**src/rtl/skis_pos_enc.sv**
```systemverilog
// Position encoder: turns the less-than thermometer into an index, ORs matches.
`timescale 1ns / 1ps
module skis_pos_enc #(
	parameter int TABLE_DEPTH = 256,
	parameter int POS_W       = 9
) (
	input  logic [TABLE_DEPTH-1:0] lt,
	input  logic [TABLE_DEPTH-1:0] eq,
	output logic [POS_W-1:0]       pos,
	output logic                   found
);

	logic [TABLE_DEPTH-1:0] first_ge;

	// Sorted table: lt is a run of ones from cell 0; mark the first zero.
	always_comb begin
		for (int i = 0; i < TABLE_DEPTH; i++) begin
			if (i == 0) begin
				first_ge[i] = !lt[i];
			end else begin
				first_ge[i] = !lt[i] && lt[i-1];
			end
		end
	end

	always_comb begin
		pos = '0;
		for (int i = 0; i < TABLE_DEPTH; i++) begin
			if (first_ge[i]) begin
				pos = pos | POS_W'(i);
			end
		end
		// every cell less than the key: position is the full depth
		if (&lt) begin
			pos = POS_W'(TABLE_DEPTH);
		end
	end

	assign found = |eq;

endmodule

```
**config.mk**
```make
export PLATFORM = sky130hd
export DESIGN_NAME = skis_pos_enc
export DESIGN_NICKNAME = d
export VERILOG_FILES = /design/src/rtl/skis_pos_enc.sv
export SDC_FILE = /design/constraint.sdc
export NUM_CORES = 1
export LEC_CHECK = 0
export BUFFER_PORTS_ARGS = -buffer_cell sky130_fd_sc_hd__buf_2
export CORE_AREA = 8 8 197 199
export DETAILED_ROUTE_END_ITERATION = 10
export DIE_AREA = 0 0 205 207
export PLACE_DENSITY = 0.38
export SLEW_MARGIN = 25
export SYNTH_ARGS = -nofsm -noshare
export SYNTH_HDL_FRONTEND = slang
export SYNTH_SLANG_ARGS = --single-unit
```
**constraint.sdc**
```tcl
create_clock -name vclk -period 2.7
set_input_delay 0 -clock vclk [all_inputs]
set_output_delay 0 -clock vclk [all_outputs]
set_load 0.05 [all_outputs]
```
Word-level counts from Yosys, hierarchy flattened
Cells that the tools add are included.
{"block": "word_totals", "reg_bits": 0}
{"block": "op_classes", "n_reduce_logical": 512, "muxes": 256}
{"op": "8-bit two-way mux", "n": 128}
{"op": "7-bit two-way mux", "n": 64}
{"op": "256-bit AND reduction", "n": 1}
{"op": "256-bit OR reduction", "n": 1}
{"op": "1-bit logical AND", "n": 255}
{"op": "1-bit zero test", "n": 255}
{"op": "6-bit two-way mux", "n": 32}
{"op": "5-bit two-way mux", "n": 16}
{"op": "4-bit two-way mux", "n": 8}
{"op": "3-bit two-way mux", "n": 4}
{"op": "9-bit two-way mux", "n": 1}
{"op": "2-bit two-way mux", "n": 2}
{"op": "1-bit two-way mux", "n": 1}

Longest topological paths before layout
{"block": "depth", "word_depth": 258, "depth_mapped": 5}

Worst setup path after synthesis
Ideal clock, no wire load.
{"block": "synth_path", "kind": "input to output", "start": "in lt[136]", "end": "out pos[8]", "t_arrival_ps": 2133, "setup_slack_ps": 567, "stages": 5, "path_buffers": 0, "t_required_ps": 2700, "cell_sequence": "nand2_1 -> nor4_1 -> nor4b_1 -> nand4_1 -> nor4_1"}
{"block": "synth_via", "elab_chain_cells": 2}
{"element": "start, declared", "line_no": "7", "rtl": "input logic [TABLE_DEPTH-1:0] lt,"}
{"element": "256-bit AND reduction", "line_no": "34", "rtl": "if (&lt) begin"}
{"element": "9-bit two-way mux", "line_no": "34"}
{"element": "end, declared", "line_no": "9", "rtl": "output logic [POS_W-1:0] pos,"}
No other way between the ends.

Worst setup path in the final report
{"block": "layout_path", "start": "in lt[254]", "end": "out pos[1]"}
{"block": "layout_via", "elab_chain_cells": 5, "elab_cells_between_ends": 7, "classes_between": "mux: 3; reduce/logical: 4"}
{"element": "parallel branches: the longest is 4 deep, another holds 256-bit AND reduction"}
{"element": "9-bit two-way mux (*)", "line_no": "34"}
Every way passes the cells marked *.

==> run_results.csv <==
group,metric,value,unit
grt,track_usage,22.0,%
logic_synthesis,ys_seq_area_share,0,%
critical_path,cp.arrival,2220,ps
clocking,ctsResizeCount,0,
finish,fillers,4319,
placement,dpl.hpwl,47300,um
pwr,p_leak,0.00342,uW
sta,hold_viol_final,0,
grt,grt_pass1_wl,68000,um
critical_path,startpoint_type,"primary input",
pwr,pwr_density_cell,150,nW/um^2
die,die_y,207,um
logic_synthesis,yosysTopAreaCellShare,15.3,%
sta,finalCritPeriodShare,82.0,%
run_status,status,"completed",
finish,nFlopsAndLatches,0,
sta,max_freq,0.451,GHz
finish,nClkBuffers,0,
sta,rsz0062_at_grt,"no",
sta,setup_viol,0,
critical_path,critPathKind,"primary input to primary output",
placement,port-buffer-count,522,
sta,fin_setup_tns,0,ps
logic_synthesis,ys_types,45,
finish,area_delta_synth_final,77.1,%
die,dieArea,42400,um^2
hold_path,min_from,"eq[122]",
hold_path,whs_endpoint,"found",
sta,fin_crit,2220,ps
critical_path,cp.required,2700,ps
die,io_pins,522,
drt,detail-route-antenna-nets,0,
clocking,cts_setup_buffers,0,
grt,grt_max_degree,6,
grt,antenna_found_initial,26,
finish,final_layout_size_suffix_gt1_share,43.0,%
run,maxCapViolCount,0,
drt,vias,8474,
logic_synthesis,synth_warnings,0,
hold_path,hold_path_class,"primary input to primary output",
logic_synthesis,syn_inst,737,
logic_synthesis,ys_top_cells_by_area,"nor4_1, and2_1, nand2b_1, nand4_1, nor2_1",
placement,place_congestion,0.972,
pwr,total_power,1120,uW
logic_synthesis,yosysTopAreaCell,"nor4_1",
drt,drc,0,
drt,viasPerCell,4.87,
drt,wire_per_inst,28.9,um
logic_synthesis,syn-cell-area,4220,um^2
die,die_x,205,um
logic_synthesis,postSynthAreaPerCell,5.73,um^2
finish,register_area,0,um^2
drt,wl,50300,um
pwr,ir_drop,0.0000613,V
logic_synthesis,mappedNetlistNets,1249,
finish,nets,1778,
critical_path,endpoint_kind,"primary output",
hold_path,hold_depth,6,
die,start_util,11.8,%
drt,drt_pass1_iterations,5,
critical_path,crit_fanout,4,
die,rows,70,
drt,drt_iter0_drc,760,
die,core_area,35900,um^2
sta,worstMarginPinSlew,813,ps
sta,max_slew_margin,45.3,%
clocking,ctsHoldBuffers,0,
sta,report.final.slew_viol_count,0,
grt,gr-total-overflow,0,
grt,grt_pass1_vias,8836,
==> report_power, final <==
part / leakage (uW) / switching, uW / internal [uW] / total (uW)
Sequential: 0 / 0 / 0 / 0
Clock: 0.0000000507 / 0 / 0.000397 / 0.000397
Combinational: 0.00342 / 659 / 464 / 1120
==> layer usage <==
layer | wire length [um] | part of all wire (%) | GRT usage (%) | vias up
li1 | - | - | - | 3917
met1 | 23900 | 48 | 32.2 | 3988
met2 | 19800 | 39 | 30.5 | 477
met3 | 5770 | 11 | 8.90 | 56
met4 | 576 | 1.1 | 2.07 | 36
met5 | 234 | 0.46 | 0 | -
==> cells by family (layout without fill, tap and decap cells) <==
group	count (synthesis)	after routing	share of synthesized area [%]
other	0	8	0
AND/OR/NAND/NOR	534	534	71.4
AO/OA/AOI/OAI	138	138	22.8
buffers and inverters	65	592	5.78
==> cell type report <==
cell class | instances | area [um^2] | area share [%]
diodes | 8 | 20.0 | 0.268
inverters | 65 | 244 | 3.26
multi-input cells | 672 | 3980 | 53.2
well taps | 468 | 586 | 7.83
repair buffers | 527 | 2650 | 35.4
==> stage by stage <==
stage	util (%)	instances	hold WS [ps]	instance area, um^2	setup WS (ps)
after floorplan	-	737	329	4220	567
after global placement	20.8	1732	576	7460	529
after detailed placement	20.8	1732	576	7460	539
after CTS	20.8	1732	579	7460	529
after global routing	20.8	1738	594	7470	361
final	20.8	1740	567	7480	485
==> worst max-delay path, cell delays in order <==
cell	delay, ps
buf_2	110
nor2b_1	250
a21oi_1	190
nand4_1	200
or4_1	570
or4_1	630
buf_2	250
==> worst max path at each step <==
stage          endpoint  slack, ps  startpoint
2_1_floorplan    pos[8]        570     lt[136]
3_3_place_gp     pos[6]        530     lt[236]
3_5_place_dp     pos[1]        540     lt[133]
4_1_cts          pos[5]        530     lt[115]
5_1_grt          pos[5]        360     lt[115]
6_report         pos[1]        480     lt[254]
==> cell usage after synthesis, types with 2 or more instances <==
| cell | count |
|---|---|
| a2111o_1 | 3 |
| a2111oi_0 | 5 |
| a21oi_1 | 24 |
| a221oi_1 | 2 |
| a22o_1 | 5 |
| a22oi_1 | 2 |
| a2bb2oi_1 | 2 |
| and2_1 | 59 |
| and4_1 | 5 |
| and4b_1 | 2 |
| inv_1 | 65 |
| nand2_1 | 54 |
| nand2b_1 | 59 |
| nand3_1 | 30 |
| nand4_1 | 53 |
| nand4b_1 | 5 |
| nor2_1 | 86 |
| nor2b_1 | 27 |
| nor3_1 | 13 |
| nor3b_1 | 6 |
| nor4_1 | 103 |
| nor4b_1 | 4 |
| o2111ai_1 | 16 |
| o211ai_1 | 2 |
| o21ai_0 | 20 |
| o221ai_1 | 2 |
| o22ai_1 | 46 |
| or2_2 | 11 |
| or3_1 | 2 |
| or4_1 | 9 |
==> cell usage in the layout, fill, tap and decap left out, types with 2 or more instances in the layout <==
cell and n:
a22oi_1 2, or3_1 2, o2111ai_1 16, nand2b_1 59, buf_4 5, or4_1 9
nor4_1 103, buf_2 522, nand4b_1 5, nor4b_1 4, and2_1 59, o211ai_1 2
o221ai_1 2, a2111oi_0 5, nor2b_1 27, nor3b_1 6, o21ai_0 20, nand3_1 30
a221oi_1 2, or2_2 11, nand2_1 54, nand4_1 53, o22ai_1 46, a2bb2oi_1 2
a21oi_1 24, and4b_1 2, and4_1 5, nor3_1 13, inv_1 65, a2111o_1 3
nor2_1 86, a22o_1 5, diode_2 8
Note: power is estimated with default switching activity, not from simulation.
