File: src/rtl/skis_pkg.sv
// Package: shared types and codes of the sorted key set.
`timescale 1ns / 1ps
package skis_pkg;

	typedef enum logic [1:0] {
		ACT_LOOKUP = 2'd0,
		ACT_INSERT = 2'd1,
		ACT_CLEAR  = 2'd2
	} action_t;

	typedef enum logic {
		ST_IDLE = 1'b0,
		ST_CMP  = 1'b1
	} state_t;

	// Control broadcast to every cell.
	typedef struct packed {
		logic cmp_en;   // capture compare flags against the probe key
		logic write_en; // commit an insert: hold, take probe or take left key
	} cell_ctrl_t;

endpackage

File: src/rtl/skis_cell.sv
// One storage cell of the sorted key chain: key, compare flags, shift logic.
`timescale 1ns / 1ps
module skis_cell #(
	parameter int KEY_BITS = 31
) (
	input  logic                 clk,
	input  skis_pkg::cell_ctrl_t ctrl,
	input  logic [KEY_BITS-1:0]  probe_key,
	input  logic                 occupied,
	input  logic [KEY_BITS-1:0]  left_key,
	input  logic                 left_lt,
	output logic [KEY_BITS-1:0]  key_q,
	output logic                 lt_q,
	output logic                 eq_q
);

	// Flags only meaningful for occupied cells; empty cells read as not-less.
	always_ff @(posedge clk) begin
		if (ctrl.cmp_en) begin
			lt_q <= occupied && (key_q < probe_key);
			eq_q <= occupied && (key_q == probe_key);
		end
	end

	// Insert: smaller keys stay, the insertion cell takes the probe,
	// everything above takes its left neighbour.
	always_ff @(posedge clk) begin
		if (ctrl.write_en && !lt_q) begin
			if (left_lt) begin
				key_q <= probe_key;
			end else begin
				key_q <= left_key;
			end
		end
	end

endmodule

File: config.mk
export PLATFORM = sky130hd
export DESIGN_NAME = skis_cell
export DESIGN_NICKNAME = d
export VERILOG_FILES = /design/src/rtl/skis_pkg.sv /design/src/rtl/skis_cell.sv
export SDC_FILE = /design/constraint.sdc
export NUM_CORES = 1
export LEC_CHECK = 0
export ABC_AREA = 1
export ABC_CLOCK_PERIOD_IN_PS = 4900
export BUFFER_PORTS_ARGS = -buffer_cell sky130_fd_sc_hd__buf_2
export CORE_UTILIZATION = 45
export CTS_BUF_LIST = sky130_fd_sc_hd__clkbuf_8
export CTS_CLUSTER_DIAMETER = 200
export DETAILED_ROUTE_END_ITERATION = 12
export GPL_ROUTABILITY_DRIVEN = 0
export GPL_TIMING_DRIVEN = 0
export PLACE_DENSITY = 0.75
export SETUP_SLACK_MARGIN = 0.05
export SYNTH_ARGS = -nofsm -noshare
export SYNTH_HDL_FRONTEND = slang
export SYNTH_SLANG_ARGS = --single-unit
File: constraint.sdc
create_clock -name clk -period 4.9 [get_ports clk]
set_clock_uncertainty 0.1 [all_clocks]
set_input_delay 0.245 -clock clk [delete_from_list [all_inputs] [get_ports clk]]
set_output_delay 0.245 -clock clk [all_outputs]
set_load 0.02 [all_outputs]
# After elaboration in Yosys (flattened, before gate mapping)
# Index checks and enable logic that the tools add are counted.
op_classes:
  magnitude_cmp: 1
  eq_ne: 1
  muxes: 1
  n_reduce_logical: 4
op_table:
  columns: ["cell", "n"]
  rows:
  - ["$eq 31x31->1", 1]
  - ["$lt 31x31->1", 1]
  - ["$mux 31", 1]
  - ["$logic_and 1x1->1", 3]
  - ["$logic_not 1->1", 1]
totals:
  reg_bits: 33
  word_cells: 10

# Logic depth before layout (Yosys ltp)
# Gate-level depths: netlist of run 1.
depth:
  depth_word: 2
  depth_mapped: 9

# Least setup slack after synthesis of run 1
# OpenSTA, ideal clock, no wires.
synth_path:
  path_kind: "reg2reg"
  from: "register lt_q"
  to: "register key_q[0] (enable)"
  arrival_ns: 1.851
  path_slack_ns: 2.530
  stages_incl_launch_ff: 2
  n_path_buf: 0
  period_less_slack_ns: 2.370
  path_cell_list: "edfxtp_1 -> nor2_1"
synth_between:
  elab_chain_len: 2
synth_lines:
  columns: ["item", "line_no", "rtl"]
  rows:
  - ["start: declaration", "skis_cell.sv:13", "output logic lt_q,"]
  - ["start signal: assignment", "skis_cell.sv:20", "lt_q <= occupied && (key_q < probe_key);"]
  - ["$logic_not 1->1", "skis_cell.sv:28", "if (ctrl.write_en && !lt_q) begin"]
  - ["$logic_and 1x1->1", "skis_cell.sv:28", null]
  - ["end signal: assignment", "skis_cell.sv:30", "key_q <= probe_key;"]
  - ["end signal: assignment", "skis_cell.sv:32", "key_q <= left_key;"]
  - ["end: declaration", "skis_cell.sv:12", "output logic [KEY_BITS-1:0] key_q,"]
# No other way between the ends.
# A chain may end at the register's enable or synchronous reset.

# Final worst setup path of run 1
layout_path:
  from: "register lt_q"
  to: "register key_q[26] (enable)"
# The elaborated chain is that of the path after synthesis.

==> flow_metrics.env, run 1 <==
export IMPL_die_w_um=72.2
export IMPL_critical_path_top_delay_family="simple AND/OR/NAND/NOR gates"
export IMPL_grt_max_degree=32
export IMPL_syn_num_nets=357
export IMPL_cp_max_fo=31
export IMPL_finalHoldViolCount=0
export IMPL_synthTopCellsByCount="inv_1, nand2_1, a21oi_1, nor2_1, edfxtp_1"
export IMPL_ys_async_sr_fraction=0
export IMPL_finalCritPeriodShare=0.343
export IMPL_yosysTopAreaCellShare=0.447
export IMPL_timing_hold_ws_ns=0.0619
export IMPL_fmax_ghz=0.595
export IMPL_setup_viol_count_final=0
export IMPL_period_needed_ns=1.68
export IMPL_ys_flop_type="edfxtp_1"
export IMPL_worstPathArrival_ns=1.50
export IMPL_synth_edf_count=33
export IMPL_tightest_slew_ns=0.911
export IMPL_antenna_found_initial=0
export IMPL_cpPeakStageDelay_ns=0.74
export IMPL_hpwl_um=3840
export IMPL_tritoncts="done"
export IMPL_coreArea_sq_mm=0.00472
export IMPL_ctsHoldBuffers=0
export IMPL_p_leak_nw=1.55
export IMPL_ys_seq_area_frac=0.447
export IMPL_post_route_cells_drive_above_1_share=0.326
export IMPL_path_cells="nor2_4"
export IMPL_numClockSinks=33
export IMPL_grt_overflow_total=0
export IMPL_clkTransAtPathRegs_ns=0.08
export IMPL_dp_cells=424
export IMPL_yosys_warnings=0
export IMPL_cts_resized=0
export IMPL_wl_per_cell_um=11.4
export IMPL_vias=1993
export IMPL_firstDrtPassIters=4
export IMPL_synth_cell_types=18
export IMPL_cp_end_kind="register"
export IMPL_hold_class="input pin to register"
export IMPL_ir_drop_v=0.000132
export IMPL_ios=100
export IMPL_crit_type="register to register"
export IMPL_grt_pass1_vias=1800
export IMPL_drt_iter0_drc=55
export IMPL_cts_max_level=2
export IMPL_crit_slowest_cell="nor2_4"
export IMPL_power_per_cell_area_mw_per_mm2=279
export IMPL_avgSynthCellArea_sq_um=8.55
export IMPL_yosysTopAreaCell="edfxtp_1"
export IMPL_drv_cap=0
export IMPL_cts_made_buffers=5
export IMPL_cp_num_buf_inv=0
export IMPL_postRouteAntennaNets=0
export IMPL_routed_wl_um=4920
export IMPL_tns_ns=0
export IMPL_antenna_cells=0
export IMPL_grt_pass1_wl_um=7690
export IMPL_cts_root_buf="clkbuf_8"
export IMPL_drv_slew=0
export IMPL_num_rows=25
export IMPL_cts_setup_buffers=0
export IMPL_area_delta_synth_final_pct=32.3
export IMPL_start_kind="register"
export IMPL_viasPerCell=4.61
export IMPL_status="completed"
export IMPL_synth_seq_cells=33
export IMPL_gr_usage_all_layers=0.195
export IMPL_port_buffers=98
export IMPL_final_cells=432
export IMPL_die_area_sq_mm=0.00521
export IMPL_synthesis_area_sq_mm=0.00221
export IMPL_die_h_um=72.2
export IMPL_start_util=0.469
export IMPL_drcViolationCount=0
export IMPL_rsz0062_at_grt="no"
export IMPL_required_ns=4.71
export IMPL_clockBufferDepth=2
export IMPL_reg2reg_slack_ns=3.22
export IMPL_relSlewSlack=0.391
export IMPL_synth_area_leaders="edfxtp_1, ha_1, a21oi_1"
export IMPL_fin_nets=462
export IMPL_yosysMostFrequentCell="inv_1"
export IMPL_netlist_instances=259
export IMPL_clk_latency_ns=0.29
-- cells in the final DEF (no fill, tap or decap), drive strengths merged, types with 4 or more instances in the layout --
cell	n
edfxtp	33
inv	49
nand2	44
nand3	4
a21oi	40
nor2	42
clkbuf	5
ha	31
buf	105
-- where the power goes --
part | switching (W) | internal (W) | total, W
clock | 0.000107 | 0.000202 | 0.000309
combinational | 0.0000981 | 0.0000673 | 0.000165
sequential | 0.00000868 | 0.000334 | 0.000342
-- flip-flops by register name, indices dropped and copies added, names as in the netlist --
register  cells
eq_q          1
key_q        31
lt_q          1
-- final timing paths --
kind / from / to / cells past startpoint
worst min register to register: lt_q$_DFFE_PP_ / key_q[12]$_DFFE_PP_ / 1
worst min-delay path: ctrl[1] / eq_q$_DFFE_PP_ / 1
worst max register to register: lt_q$_DFFE_PP_ / key_q[26]$_DFFE_PP_ / 1
worst max-delay path: lt_q$_DFFE_PP_ / key_q[26]$_DFFE_PP_ / 1
-- metal layers --
metal | GRT usage | vias to the layer above | wire (um)
li1 | - | 1055 | -
met1 | 0.248 | 865 | 2230
met2 | 0.315 | 64 | 2370
met3 | 0.0472 | 9 | 214
met4 | 0.0915 | 0 | 104
met5 | 0 | - | 0
-- logic make-up after synthesis --
kind of cell             Yosys count  share of synthesized area
AND/OR/NAND/NOR                   96                      0.179
buffers and inverters             56                     0.0989
AO/OA/AOI/OAI                     42                     0.0949
flip-flops                        33                      0.447
adder cells (fa/ha/maj)           31                      0.175
multiplexers                       1                    0.00508
-- through the flow --
stage	utilization	instance area (sq um)	setup WS [ns]	power (W)
floorplan	-	2210	2.53	0.000452
global placement	0.590	2790	1.99	0.000511
detailed placement	0.592	2800	3.22	0.000515
CTS	0.620	2930	3.19	0.000825
global route	0.620	2930	3.12	0.000860
finish	0.620	2930	3.22	0.000817
-- final cells by class --
| type | instances | area [sq um] |
|---|---|---|
| plain buffers | 7 | 35.0 |
| clock buffers | 5 | 68.8 |
| clock inverters | 3 | 65.1 |
| fillers | 434 | 1790 |
| inverters | 49 | 184 |
| multi-input cells | 170 | 1010 |
| flip-flops and latches | 33 | 991 |
| well taps | 67 | 83.8 |
| repair buffers | 98 | 490 |
(Power assumes the default switching activity.)
==> run 2: changes to the inputs <==
- ABC_CLOCK_PERIOD_IN_PS: 4900 -> 1600
- clock period: 4.9 -> 1.6 ns (I/O delays scaled with it)
==> flow_metrics.env, run 2 (synthesized netlist as in run 1, its figures left out) <==
export IMPL_cts_root_buf="clkbuf_8"
export IMPL_routed_wl_um=5300
export IMPL_hold_path_endpoint="key_q[11]$_DFFE_PP_"
export IMPL_postRouteAntennaNets=0
export IMPL_die_h_um=72.2
export IMPL_drv_slew=0
export IMPL_cp_end_kind="register"
export IMPL_pwr_share_seq=0.473
export IMPL_post_place_ws_ns=-0.0916
export IMPL_dp_cells=424
export IMPL_largest_register_ffs=31
export IMPL_cts_made_buffers=5
export IMPL_regArea_sq_um=991
export IMPL_finalCritPeriodShare=1.03
export IMPL_p_int_w=0.00155
export IMPL_rsz0062_at_grt="yes"
export IMPL_cts_max_level=2
export IMPL_multiInputGateArea_sq_mm=0.00115
export IMPL_post_route_cells_drive_above_1_share=0.389
export IMPL_drv_cap=0
export IMPL_hpwl_um=3870
export IMPL_relSlewSlack=0.645
export IMPL_r2r_start="key_q[28]$_DFFE_PP_"
export IMPL_cp_max_fo=3
export IMPL_setup_ws_ns=-0.0509
export IMPL_grt_overflow_total=0
export IMPL_final_cell_mix="buf_2, inv_1, a21oi_1"
export IMPL_swShare=0.304
export IMPL_setup_viol_count_final=1
export IMPL_drcViolationCount=0
export IMPL_antenna_cells=0
export IMPL_grt_max_degree=17
export IMPL_crit_type="register to register"
export IMPL_num_rows=25
export IMPL_clkTransAtPathRegs_ns=0.08
export IMPL_reg_top3="key_q x31, eq_q x1, lt_q x1"
export IMPL_tightest_slew_ns=0.532
export IMPL_numClockSinks=33
export IMPL_viasPerCell=4.69
export IMPL_min_path_cells=3
export IMPL_tns_ns=-0.0509
export IMPL_dpl_cell_area_sq_mm=0.00281
export IMPL_power_per_cell_area_mw_per_mm2=733
export IMPL_port_buffers=98
export IMPL_start_kind="register"
export IMPL_firstDrtPassIters=4
export IMPL_hold_path_startpoint="left_key[11]"
export IMPL_antenna_found_initial=0
export IMPL_grt_pass1_vias=1856
export IMPL_clk_latency_ns=0.29
export IMPL_tritoncts="done"
export IMPL_layout_commonest_cell="buf_2"
export IMPL_die_w_um=72.2
export IMPL_top_register="key_q"
export IMPL_violations="negative setup slack"
export IMPL_r2r_cells=8
export IMPL_clockBufferDepth=2
export IMPL_finalHoldViolCount=0
export IMPL_vias=2039
export IMPL_worstPathArrival_ns=1.59
export IMPL_status="finished with violations"
export IMPL_ios=100
export IMPL_r2r_end="lt_q$_DFFE_PP_"
export IMPL_p_comb_frac=0.257
export IMPL_fin_area_sq_mm=0.00304
export IMPL_startpoint="key_q[28]$_DFFE_PP_"
export IMPL_p_sw_w=0.000676
export IMPL_wl_per_cell_um=12.2
export IMPL_power_frac_clock=0.270
export IMPL_reg2reg_slack_ns=-0.05
export IMPL_die_area_sq_mm=0.00521
export IMPL_fmax_ghz=0.606
export IMPL_drt_iter0_drc=87
export IMPL_final_cells=435
export IMPL_required_ns=1.54
export IMPL_ir_drop_v=0.000414
export IMPL_num_fill_cells=410
export IMPL_area_delta_synth_final_pct=37.2
export IMPL_period_needed_ns=1.65
export IMPL_p_leak_nw=1.55
export IMPL_fin_nets=465
export IMPL_hold_class="input pin to register"
export IMPL_start_util=0.469
export IMPL_grt_pass1_wl_um=8220
export IMPL_coreArea_sq_mm=0.00472
export IMPL_gr_usage_all_layers=0.207
==> run 2: cell count changes in the layout (fill, tap and decap cells not counted), sizes merged <==
cell	change
dlygate4sd3	+1
buf	+1
nor2	+1
bufinv	-2
clkinv	+2
==> run 2: layout make-up <==
class / instances / area share
Inverter: 49 / 0.0605
Timing Repair Buffer: 100 / 0.168
Tap cell: 67 / 0.0276
Buffer: 7 / 0.0115
Clock inverter: 3 / 0.00412
Clock buffer: 5 / 0.0226
Sequential cell: 33 / 0.326
Multi-Input combinational cell: 171 / 0.379
==> run 2: timing repair <==
item,CTS,global route
setup buffers,1,0
gates resized for setup,8,18
setup endpoints to repair,33,2
hold endpoints to repair,2,0
hold buffers,1,0
pin swaps,8,19
gates cloned,1,0
==> run 2: worst max path at each step <==
stage	endpoint	slack, ns
2_1_floorplan	lt_q$_DFFE_PP_	-0.05
3_3_place_gp	key_q[27]$_DFFE_PP_	-0.07
3_5_place_dp	key_q[29]$_DFFE_PP_	-0.09
4_1_cts	lt_q$_DFFE_PP_	-0.01
5_1_grt	lt_q$_DFFE_PP_	-0.13
6_report	lt_q$_DFFE_PP_	-0.05
==> run 2: critical path, stage by stage (launching register included) <==
cell and delay, ns:
edfxtp_1 0.44, ha_4 0.30, nand2_2 0.06, nor2_4 0.13, nand2_2 0.09, nor2_2 0.08, nand2_1 0.07, nand3_2 0.09
a21oi_2 0.03
==> run 2: stage by stage <==
stage / power [W] / utilization / hold WS, ns
3_5_place_dp: 0.00159 / 0.596 / 0.200
3_3_place_gp: 0.00157 / 0.596 / 0.197
5_1_grt: 0.00236 / 0.643 / 0.00660
4_1_cts: 0.00221 / 0.626 / 0.00504
6_report: 0.00223 / 0.643 / 0.00507
2_1_floorplan: 0.00139 / - / 0.0925
==> run 2: power groups by stage <==
stage | combinational [W] | sequential [W] | clock [W]
2_1_floorplan | 0.000261 | 0.00113 | 0
3_3_place_gp | 0.000503 | 0.00107 | 0
3_5_place_dp | 0.000516 | 0.00107 | 0
4_1_cts | 0.000546 | 0.00105 | 0.000612
5_1_grt | 0.000643 | 0.00106 | 0.000661
6_report | 0.000572 | 0.00105 | 0.000603
==> run 2: metal layers <==
| metal | wire (um) | vias up | global-route usage |
|---|---|---|---|
| met1 | 2300 | 909 | 0.254 |
| met3 | 235 | 10 | 0.0528 |
| met2 | 2660 | 59 | 0.352 |
| met4 | 107 | 0 | 0.0719 |
| met5 | 0 | - | 0 |
| li1 | - | 1061 | - |
==> run 3: changes to the inputs <==
- ABC_AREA: 1 -> default
==> flow_metrics.env, run 3 <==
export IMPL_relSlewSlack=0.660
export IMPL_yosysTopAreaCell="edfxtp_1"
export IMPL_cts_made_buffers=5
export IMPL_netlist_instances=181
export IMPL_largest_register_ffs=31
export IMPL_met1_usage=0.234
export IMPL_numClockSinks=33
export IMPL_rsz0062_at_grt="yes"
export IMPL_status="finished with violations"
export IMPL_cts_max_level=2
export IMPL_power_per_cell_area_mw_per_mm2=706
export IMPL_p_leak_nw=1.48
export IMPL_drt_iter0_drc=57
export IMPL_synth_seq_cells=33
export IMPL_tightest_slew_ns=0.509
export IMPL_fmax_ghz=0.565
export IMPL_tns_ns=-0.330
export IMPL_setup_ws_ns=-0.170
export IMPL_hold_class="input pin to register"
export IMPL_viasPerCell=4.97
export IMPL_synth_xor_area_share=0
export IMPL_synth_cell_types=27
export IMPL_synth_top_family_by_area="adder cells"
export IMPL_crit_slowest_cell="edfxtp_1"
export IMPL_die_h_um=71.6
export IMPL_yosysTopAreaCellShare=0.455
export IMPL_coreArea_sq_mm=0.00450
export IMPL_finish_utilization=0.696
export IMPL_violations="negative setup slack"
export IMPL_final_cell_mix="buf_2, inv_1, edfxtp_1"
export IMPL_hpwl_um=3710
export IMPL_num_rows=24
export IMPL_synthTopCellsByCount="edfxtp_1, inv_1, ha_1, mux2_2, a21oi_1"
export IMPL_vias=1774
export IMPL_fin_nets=403
export IMPL_grt_pass1_wl_um=7820
export IMPL_tritoncts="done"
export IMPL_finalCritPeriodShare=1.11
export IMPL_grt_overflow_total=0
export IMPL_die_area_sq_mm=0.00513
export IMPL_synth_compound_area_frac=0.0660
export IMPL_muxShareOfSynthArea=0.160
export IMPL_post_route_cells_drive_above_1_share=0.521
export IMPL_die_w_um=71.6
export IMPL_yosys_warnings=0
export IMPL_start_util=0.484
export IMPL_clkTransAtPathRegs_ns=0.07
export IMPL_required_ns=1.53
export IMPL_postRouteAntennaNets=0
export IMPL_finalHoldViolCount=0
export IMPL_cts_root_buf="clkbuf_8"
export IMPL_yosysMostFrequentCell="edfxtp_1"
export IMPL_ys_seq_area_frac=0.455
export IMPL_setup_viol_count_final=2
export IMPL_p_sw_w=0.000614
export IMPL_layout_commonest_cell="buf_2"
export IMPL_p_int_w=0.00160
export IMPL_cp_max_fo=3
export IMPL_firstDrtPassIters=4
export IMPL_drv_slew=0
export IMPL_synth_edf_count=33
export IMPL_ios=100
export IMPL_cp_end_kind="register"
export IMPL_cpPeakStageDelay_ns=0.44
export IMPL_pwr_share_seq=0.478
export IMPL_swShare=0.277
export IMPL_drcViolationCount=0
export IMPL_routed_wl_um=4930
export IMPL_port_buffers=99
export IMPL_avgSynthCellArea_sq_um=12.0
export IMPL_start_kind="register"
export IMPL_ir_drop_v=0.000632
export IMPL_syn_num_nets=279
export IMPL_clockBufferDepth=2
export IMPL_wl_per_cell_um=13.8
export IMPL_gr_max_usage_layer="met2"
export IMPL_area_delta_synth_final_pct=43.9
export IMPL_p_comb_frac=0.262
export IMPL_synth_adder_area_share=0.178
export IMPL_grt_pass1_vias=1832
export IMPL_top_register="key_q"
export IMPL_antenna_cells=0
export IMPL_drv_cap=0
export IMPL_synth_area_leaders="edfxtp_1, ha_1, mux2_2"
export IMPL_gr_usage_all_layers=0.201
export IMPL_path_cells="ha_4 > nand4_4 > nor4_4 > nand2_2 > a21oi_2 > nor3_1"
export IMPL_ys_async_sr_fraction=0
export IMPL_synthesis_area_sq_mm=0.00218
export IMPL_met2_usage=0.369
export IMPL_power_frac_clock=0.260
export IMPL_crit_type="register to register"
export IMPL_ys_flop_type="edfxtp_1"
export IMPL_use_met3=0.0478
export IMPL_period_needed_ns=1.77
export IMPL_synthSimpleGateAreaFrac=0.0792
export IMPL_antenna_found_initial=0
export IMPL_worstPathArrival_ns=1.70
export IMPL_reg_top3="key_q x31, eq_q x1, lt_q x1"
export IMPL_grt_max_degree=17
export IMPL_clk_latency_ns=0.28
run 3: power by group through the flow:
stage	Sequential (W)	Combinational, W	Clock, W
floorplan	0.00113	0.000265	0
global placement	0.00107	0.000510	0
detailed placement	0.00107	0.000525	0
CTS	0.00106	0.000578	0.000591
global route	0.00107	0.000644	0.000613
finish	0.00106	0.000580	0.000576
run 3: layer usage:
layer | up-vias | part of all wire
met2 | 60 | 0.51
met4 | 0 | 0.012
li1 | 908 | -
met5 | - | 0
met3 | 6 | 0.044
met1 | 800 | 0.43
run 3: cells by family after synthesis:
| logic type | after synthesis |
|---|---|
| DFF | 33 |
| AOI/OAI and AO/OA | 24 |
| muxes | 31 |
| adders and majority gates | 31 |
| buffers and inverters | 35 |
| and+or+nand+nor | 27 |
run 3: what timing repair did:
action | CTS | global route
gates resized for setup | 6 | 1
pin swaps | 8 | 2
hold buffers | 14 | 2
endpoints found under the setup margin | 33 | 2
cloned | 1 | 0
setup buffers | 1 | 0
hold endpoints to repair | 15 | 2
run 3: critical path: cells and delay by family (launching register included):
| kind | cells | cell delay (ns) |
|---|---|---|
| AOI/OAI and AO/OA | 1 | 0.11 |
| DFF | 1 | 0.44 |
| adders and majority gates | 1 | 0.31 |
| and+or+nand+nor | 4 | 0.56 |
run 3: worst paths after layout:
path	from	to	slack (ns)	depth (start not counted)
max	key_q[27]$_DFFE_PP_	lt_q$_DFFE_PP_	-0.17	6
min	left_key[16]	key_q[16]$_DFFE_PP_	0.002	2
max reg2reg	key_q[27]$_DFFE_PP_	lt_q$_DFFE_PP_	-0.17	6
min reg2reg	key_q[30]$_DFFE_PP_	lt_q$_DFFE_PP_	0.71	3
run 3: final cells by class:
class                           instances  area (sq um)
Buffer                                  3          15.0
Clock buffer                            5          68.8
Clock inverter                          2          7.51
Fill cell                             357          1370
Inverter                               32           120
Multi-Input combinational cell        114          1200
Sequential cell                        33           991
Tap cell                               52          65.1
Timing Repair Buffer                  116           663
run 3: per-stage QoR:
stage	setup WS [ns]	hold WS [ns]	area (sq um)	total power, W	cells
final	-0.170	0.00163	3140	0.00221	357
after global placement	-0.163	0.204	2830	0.00158	332
after CTS	-0.168	0.000241	3110	0.00223	355
after global routing	-0.262	0.00219	3140	0.00232	357
after detailed placement	-0.203	0.202	2830	0.00160	332
after floorplan	-0.191	0.0925	2270	0.00140	181
